==> src/pmw_pkg.sv <==
// Shared types, constants and codes for the minimum spanning tree weight block.
package pmw_pkg;

  localparam int MaxVertices = 64;
  localparam int WeightBits  = 16;
  localparam int VtxBits     = $clog2(MaxVertices);
  localparam int CntBits     = VtxBits + 1;
  localparam int AddrBits    = 2 * VtxBits;
  localparam int TotalBits   = 22;
  localparam int CfgIdxBits  = 1;
  localparam int CfgDataBits = 16;

  localparam logic [TotalBits-1:0]  TotalMax      = '1;
  localparam logic [WeightBits-1:0] DefaultNoEdge = WeightBits'(1000);
  localparam logic [CntBits-1:0]    MaxVtxCount   = CntBits'(MaxVertices);

  // Configuration register indexes.
  localparam logic [CfgIdxBits-1:0] CfgVertexCount = 1'b0;
  localparam logic [CfgIdxBits-1:0] CfgNoEdge      = 1'b1;

  // One heap slot: key and the vertex that owns it.
  typedef struct packed {
    logic [WeightBits-1:0] key;
    logic [VtxBits-1:0]    vtx;
  } heap_ent_t;

  // Commands from the controller to the datapath.
  typedef enum logic [4:0] {
    OP_IDLE,
    OP_LOAD,
    OP_OUT,
    OP_INIT,
    OP_INIT_WR,
    OP_BUILD_SET,
    OP_BUILD_DEC,
    OP_SD_SET_BLD,
    OP_SD_SET_ROOT,
    OP_SD_RDL,
    OP_SD_RDR,
    OP_SD_PICK,
    OP_SD_CMP,
    OP_SD_SWAP,
    OP_EX_RD0,
    OP_EX_RDL,
    OP_EX_WR0,
    OP_EX_WRL,
    OP_EX_RDMIN,
    OP_EX_ADD,
    OP_EX_MUL,
    OP_RX_RD,
    OP_RX_EDGE,
    OP_RX_UPD,
    OP_FIN_RD,
    OP_FIN_ADD
  } dp_op_e;

  // Controller states.
  typedef enum logic [4:0] {
    ST_LOAD,
    ST_INIT,
    ST_INIT_WR,
    ST_BUILD_SET,
    ST_BUILD_CHK,
    ST_BUILD_DEC,
    ST_SD0,
    ST_SD1,
    ST_SD2,
    ST_SD3,
    ST_SD4,
    ST_LOOP_CHK,
    ST_EX0,
    ST_EX1,
    ST_EX2,
    ST_EX3,
    ST_EX4,
    ST_EX5,
    ST_EX6,
    ST_RX0,
    ST_RX1,
    ST_RX2,
    ST_FIN0,
    ST_FIN1,
    ST_DONE
  } ctrl_state_e;

  // Status flags from the datapath to the controller.
  typedef struct packed {
    logic init_last;
    logic k_zero;
    logic sd_leaf;
    logic swap;
    logic relax_last;
    logic loop_more;
    logic out_free;
  } dp_status_t;

endpackage

==> src/pmw_ctrl.sv <==
// Sequencer that steps the load, heap build, extraction, relaxation, final sum and output phases.
module pmw_ctrl (
  input  logic                clk_i,
  input  logic                rst_ni,
  input  logic                in_valid_i,
  input  logic                last_entry_i,
  output logic                in_stall_o,
  input  pmw_pkg::dp_status_t status_i,
  output pmw_pkg::dp_op_e     op_o
);
  import pmw_pkg::*;

  ctrl_state_e state_q, state_d;
  // Set while a sift-down was called from the heap build, clear from extraction.
  logic        ret_bld_q, ret_bld_d;

  always_ff @(posedge clk_i or negedge rst_ni) begin
    if (!rst_ni) begin
      state_q   <= ST_LOAD;
      ret_bld_q <= 1'b0;
    end else begin
      state_q   <= state_d;
      ret_bld_q <= ret_bld_d;
    end
  end

  assign in_stall_o = (state_q != ST_LOAD);

  // Next state and datapath command.
  always_comb begin
    state_d   = state_q;
    ret_bld_d = ret_bld_q;
    op_o      = OP_IDLE;
    unique case (state_q)
      ST_LOAD: begin
        if (in_valid_i) begin
          op_o = OP_LOAD;
          if (last_entry_i) state_d = ST_INIT;
        end
      end
      ST_INIT: begin
        op_o    = OP_INIT;
        state_d = ST_INIT_WR;
      end
      ST_INIT_WR: begin
        op_o = OP_INIT_WR;
        if (status_i.init_last) state_d = ST_BUILD_SET;
      end
      ST_BUILD_SET: begin
        op_o    = OP_BUILD_SET;
        state_d = ST_BUILD_CHK;
      end
      ST_BUILD_CHK: begin
        if (status_i.k_zero) begin
          state_d = ST_LOOP_CHK;
        end else begin
          op_o      = OP_SD_SET_BLD;
          ret_bld_d = 1'b1;
          state_d   = ST_SD0;
        end
      end
      ST_BUILD_DEC: begin
        op_o    = OP_BUILD_DEC;
        state_d = ST_BUILD_CHK;
      end
      ST_SD0: begin
        if (status_i.sd_leaf) begin
          state_d = ret_bld_q ? ST_BUILD_DEC : ST_EX4;
        end else begin
          op_o    = OP_SD_RDL;
          state_d = ST_SD1;
        end
      end
      ST_SD1: begin
        op_o    = OP_SD_RDR;
        state_d = ST_SD2;
      end
      ST_SD2: begin
        op_o    = OP_SD_PICK;
        state_d = ST_SD3;
      end
      ST_SD3: begin
        op_o    = OP_SD_CMP;
        state_d = status_i.swap ? ST_SD4 : ST_SD0;
      end
      ST_SD4: begin
        op_o    = OP_SD_SWAP;
        state_d = ST_SD0;
      end
      ST_LOOP_CHK: begin
        state_d = status_i.loop_more ? ST_EX0 : ST_FIN0;
      end
      ST_EX0: begin
        op_o    = OP_EX_RD0;
        state_d = ST_EX1;
      end
      ST_EX1: begin
        op_o    = OP_EX_RDL;
        state_d = ST_EX2;
      end
      ST_EX2: begin
        op_o    = OP_EX_WR0;
        state_d = ST_EX3;
      end
      ST_EX3: begin
        op_o      = OP_EX_WRL;
        ret_bld_d = 1'b0;
        state_d   = ST_SD0;
      end
      ST_EX4: begin
        op_o    = OP_EX_RDMIN;
        state_d = ST_EX5;
      end
      ST_EX5: begin
        op_o    = OP_EX_ADD;
        state_d = ST_EX6;
      end
      ST_EX6: begin
        op_o    = OP_EX_MUL;
        state_d = ST_RX0;
      end
      ST_RX0: begin
        op_o    = OP_RX_RD;
        state_d = ST_RX1;
      end
      ST_RX1: begin
        op_o    = OP_RX_EDGE;
        state_d = ST_RX2;
      end
      ST_RX2: begin
        op_o    = OP_RX_UPD;
        state_d = status_i.relax_last ? ST_BUILD_SET : ST_RX0;
      end
      ST_FIN0: begin
        op_o    = OP_FIN_RD;
        state_d = ST_FIN1;
      end
      ST_FIN1: begin
        op_o    = OP_FIN_ADD;
        state_d = ST_DONE;
      end
      ST_DONE: begin
        if (status_i.out_free) begin
          op_o    = OP_OUT;
          state_d = ST_LOAD;
        end
      end
      default: state_d = ST_LOAD;
    endcase
  end

endmodule

==> config.mk <==
export PLATFORM = sky130hd
export DESIGN_NAME = pmw_ctrl
export DESIGN_NICKNAME = d
export VERILOG_FILES = /design/src/pmw_pkg.sv /design/src/pmw_ctrl.sv
export SDC_FILE = /design/constraint.sdc
export NUM_CORES = 1
export LEC_CHECK = 0
export ABC_CLOCK_PERIOD_IN_PS = 3500
export BUFFER_PORTS_ARGS = -buffer_cell sky130_fd_sc_hd__buf_4
export CORE_ASPECT_RATIO = 1.25
export CORE_MARGIN = 4
export CORE_UTILIZATION = 40
export CTS_CLUSTER_SIZE = 20
export DETAILED_ROUTE_END_ITERATION = 10
export PLACE_DENSITY = 0.63
export SLEW_MARGIN = 20
export SYNTH_ARGS = -nofsm -noshare
export SYNTH_HDL_FRONTEND = slang
export SYNTH_SLANG_ARGS = --single-unit
==> constraint.sdc <==
create_clock -name clk_i -period 3.5 [get_ports clk_i]
set_input_delay 0.7 -clock clk_i [delete_from_list [all_inputs] [get_ports clk_i]]
set_output_delay 0.7 -clock clk_i [all_outputs]
set_load 0.01 [all_outputs]
======== Word level (Yosys, flattened, before mapping) ========
Cells that the tools add are included.
Widths: inputs -> output; s select.
storage, ports and cells
  flip-flop bits (word level) ............. 6
  input bits .............................. 11
  output and inout bits ................... 6
  logic and storage cells ................. 56
cells by class
  eq/ne operators ......................... 29
  mux-type cells .......................... 18
  reduce and logical (&&, ||, !) cells .... 7
operator list
  operator            number
  $pmux 5 s24         1
  $pmux 5 s23         1
  $eq 5x5->1 const B  9
  $eq 5x4->1 const B  8
  $mux 5              8
  $eq 5x3->1 const B  4
  $mux 4              3
  $eq 5x2->1 const B  2
  $ne 2x2->1 const B  5
  $eq 5x1->1 const B  1
  $logic_not 5->1     1
  $reduce_bool 5->1   1
  $reduce_and 4->1    1
  $reduce_or 2->1     2
  $mux 3              1
  $mux 1              2
  $mux 2              1
  $pmux 1 s2          1
  $reduce_and 2->1    1
  $reduce_bool 2->1   1

======== Logic depth before layout (Yosys ltp) ========
  depth after elaboration ................. 3
  gate-level depth with buffers ........... 6
  depth with buffers taken out ............ 4

======== Worst setup path after synthesis ========
OpenSTA, ideal clock, no wires.
  kind .................................... register -> output
  start ................................... reg state_q[4]
  end ..................................... out in_stall_o
  arrival ................................. 1239 ps
  data required time ...................... 2800 ps
  slack ................................... 1561 ps
  stages on the path, launching flop included .. 4
  path buffers ............................ 2
  cells stage by stage .................... dfrtp_1 > buf_2 > clkbuf_1 > or4_1
on the way
  cells in the longest elaborated chain, start to end .. 1
RTL lines
  item                      RTL line        RTL
  start: declaration        pmw_ctrl.sv:13  ctrl_state_e state_q, state_d;
  start signal: assignment  pmw_ctrl.sv:22  state_q <= state_d;
  $reduce_bool 5->1         pmw_ctrl.sv:27  assign in_stall_o = (state_q != ST_LOAD);
  end: declaration          pmw_ctrl.sv:7   output logic in_stall_o,
Every way passes these cells.

======== Worst setup path after layout ========
  start ................................... reg state_q[0]
  end ..................................... out op_o[0]
on the way
  cells in the longest elaborated chain, start to end .. 2
  elaborated cells between the ends (all ways) .. 25
  those cells by class .................... 23 x eq/ne; 1 x mux; 1 x reduce/logical
RTL lines
  item                                RTL line        RTL
  $eq 5x5->1 (tied with other cells)  pmw_ctrl.sv:34  unique case (state_q)
  $pmux 5 s24 *                       pmw_ctrl.sv:34
  end: declaration                    pmw_ctrl.sv:9   output pmw_pkg::dp_op_e op_o
Mark *: on every way between the ends. The rest lies on a longest branch, timed or not.

==> reports/metrics.csv <==
metric,value,unit
whs,0.245,ns
cp_slowest_stage_delay,0.78,ns
tightest_slew,0.688,ns
ys_warn_count,0,
syn_area,698,um2
cts_tree,built,
clkSinkCount,6,
ctsHoldBuffers,0,
wl_per_cell,15.8,um
via_count,803,
synthArstFlopShare,1.00,
grt_max_degree,26,
worst-path-buf-inv,1,
die_h,54.7,um
r2r-start,state_q[0]$_DFFE_PN0P_,
areaGrowthSynthToFinish,16.5,%
crit_family,flip-flops,
initial_utilization,0.436,
status,completed,
vdd_drop_max,0.444,mV
clock_skew,0.00264,ns
worstHoldPathType,in -> async,
cts-htree-levels,1,
synth_ff_type,dfrtp_1,
cp.depth,5,
crit_slowest_cell,dfrtp_1,
power_density,999,nW/um2
rsz0062_at_grt,false,
synth.distinct_cells,38,
synth_nets,112,
cts_inserted_buffers,3,
fin_cells,128,
worstSetupPathType,reg -> out,
synth_seq_cells,6,
first_pass_iters,4,
startpoint,state_q[0]$_DFFE_PN0P_,
grt_pass1_wl,3330,um
port_buffers,16,
maxCapViolCount,0,
insertedDiodeCount,0,
max_freq,379,MHz
reg2reg_depth,3,
fin_tns_setup,0,ns
cellLeakagePower,0.348,nW
crit_required,2.80,ns
avgViaCountPerCell,6.27,
hold_viol,0,
worstPathCellList,or2_1 > nand2_1 > a22oi_1 > o221ai_1 > buf_4,
cts-root-buf,clkbuf_4,
period_needed,2.64,ns
drive_above_1_share,0.191,
drc,0,
ant_nets,0,
rows,16,
worst-path-max-fanout,25,
total_power,0.813,mW
dp.cells,125,
cts_buffer_depth,2,
grt_antenna_before_repair,0,
dp_hpwl,1410,um
reg2reg_slack,1.67,ns
grt_pass1_vias,722,
synth-edff-count,0,
die_area,2480,um2
gp_congestion,0.852,
synth_seq_area_share,0.215,
routed_wl,2020,um
setup_viol,0,
clk_pin_slew_worst_paths,0.05,ns
grt-ovfl-total,0,
clk_latency,0.25,ns
final_util,0.508,
drv_slew,0,
min_period_over_period,0.753,
gr-usage-all-layers,0.184,
die_w,45.4,um
crit_path_start_kind,flop,
core,1600,um2
cp-endpoint,op_o[0],
postSynthCellCount,101,
endpoint_kind,output port,
final_nets,123,
cts_resized,0,
avgSynthCellArea,6.91,um2
cts_setup_buffers,0,
boundaryPins,17,
slew_headroom,0.541,
rr_endpoint,state_q[4]$_DFFE_PN0P_,
drtIter0Drc,24,
arrival,1.94,ns
-- synthesized netlist by cell type, types with 2 or more instances --
master    n  share of area
a22oi_1   3          0.032
nand2_1   9          0.048
dfrtp_1   6           0.22
a31oi_1   4          0.036
nor4_1    3          0.027
or3_1     2          0.018
o221ai_1  3          0.038
or4_1     2          0.021
a21oi_1   7          0.050
nand3_1   3          0.021
inv_1     5          0.027
nor3_1    2          0.014
o21ai_0   7          0.050
clkbuf_1  2          0.011
nor2_1    9          0.048
buf_2     7          0.050
nand2b_1  4          0.036
nor2b_1   3          0.027
-- worst min path at each step --
stage | start | endpoint | depth (start not counted)
detailed placement | rst_ni | ret_bld_q$_DFFE_PN0P_ | 1
floorplan | rst_ni | ret_bld_q$_DFFE_PN0P_ | 0
global placement | rst_ni | ret_bld_q$_DFFE_PN0P_ | 1
finish | rst_ni | state_q[4]$_DFFE_PN0P_ | 1
global route | rst_ni | state_q[4]$_DFFE_PN0P_ | 1
CTS | rst_ni | state_q[4]$_DFFE_PN0P_ | 1
-- per-stage QoR --
step           instance area (um2)  setup WS [ns]
2_1_floorplan                  698           1.56
3_3_place_gp                   791           1.21
3_5_place_dp                   791           1.19
4_1_cts                        813          0.920
5_1_grt                        813          0.744
6_report                       813          0.864
-- sequential cells by signal (all words and copies together), names as in the netlist --
| signal | count |
|---|---|
| ret_bld_q | 1 |
| state_q | 5 |
-- cell usage in the layout, fill, tap and decap left out, drive strengths merged, types with 2 or more instances in the layout --
cell and n:
or4 2, buf 16, or3 2, clkbuf 3, dfrtp 6, o221ai 3
nor2 9, a31oi 4, a21oi 7, o21ai 8, nand2 9, nand3 3
a22oi 3, or2 2, nor3 2, nand2b 4, nor2b 4, nor4 3
inv 5
-- layer usage --
metal | share of wire | GRT usage
met5 | 0 | 0
met4 | 0.026 | 0.0829
met3 | 0.083 | 0.0263
met2 | 0.47 | 0.276
met1 | 0.42 | 0.258
-- kinds of logic after synthesis --
group	after synthesis	synth area share
and+or+nand+nor	42	0.312
muxes	1	0.0143
xor gates and xnor gates	1	0.0125
DFF	6	0.215
AOI/OAI and AO/OA	36	0.348
buffers and inverters	15	0.0986
-- layout make-up --
cell class              instances  area (um2)
inverters                       5        18.8
fillers                       174         788
well taps                      18        22.5
clock buffers                   3        22.5
multi-input cells              80         479
repair buffers                 16         120
flip-flops and latches          6         150
-- power breakdown --
group	internal, mW	leakage (nW)	switching, mW	total, mW
Clock	0.0390	0.0138	0.0277	0.0667
Combinational	0.254	0.262	0.252	0.507
Sequential	0.0976	0.0721	0.142	0.239
Total	0.391	0.348	0.422	0.813
Power figures use the tool's default switching activity.
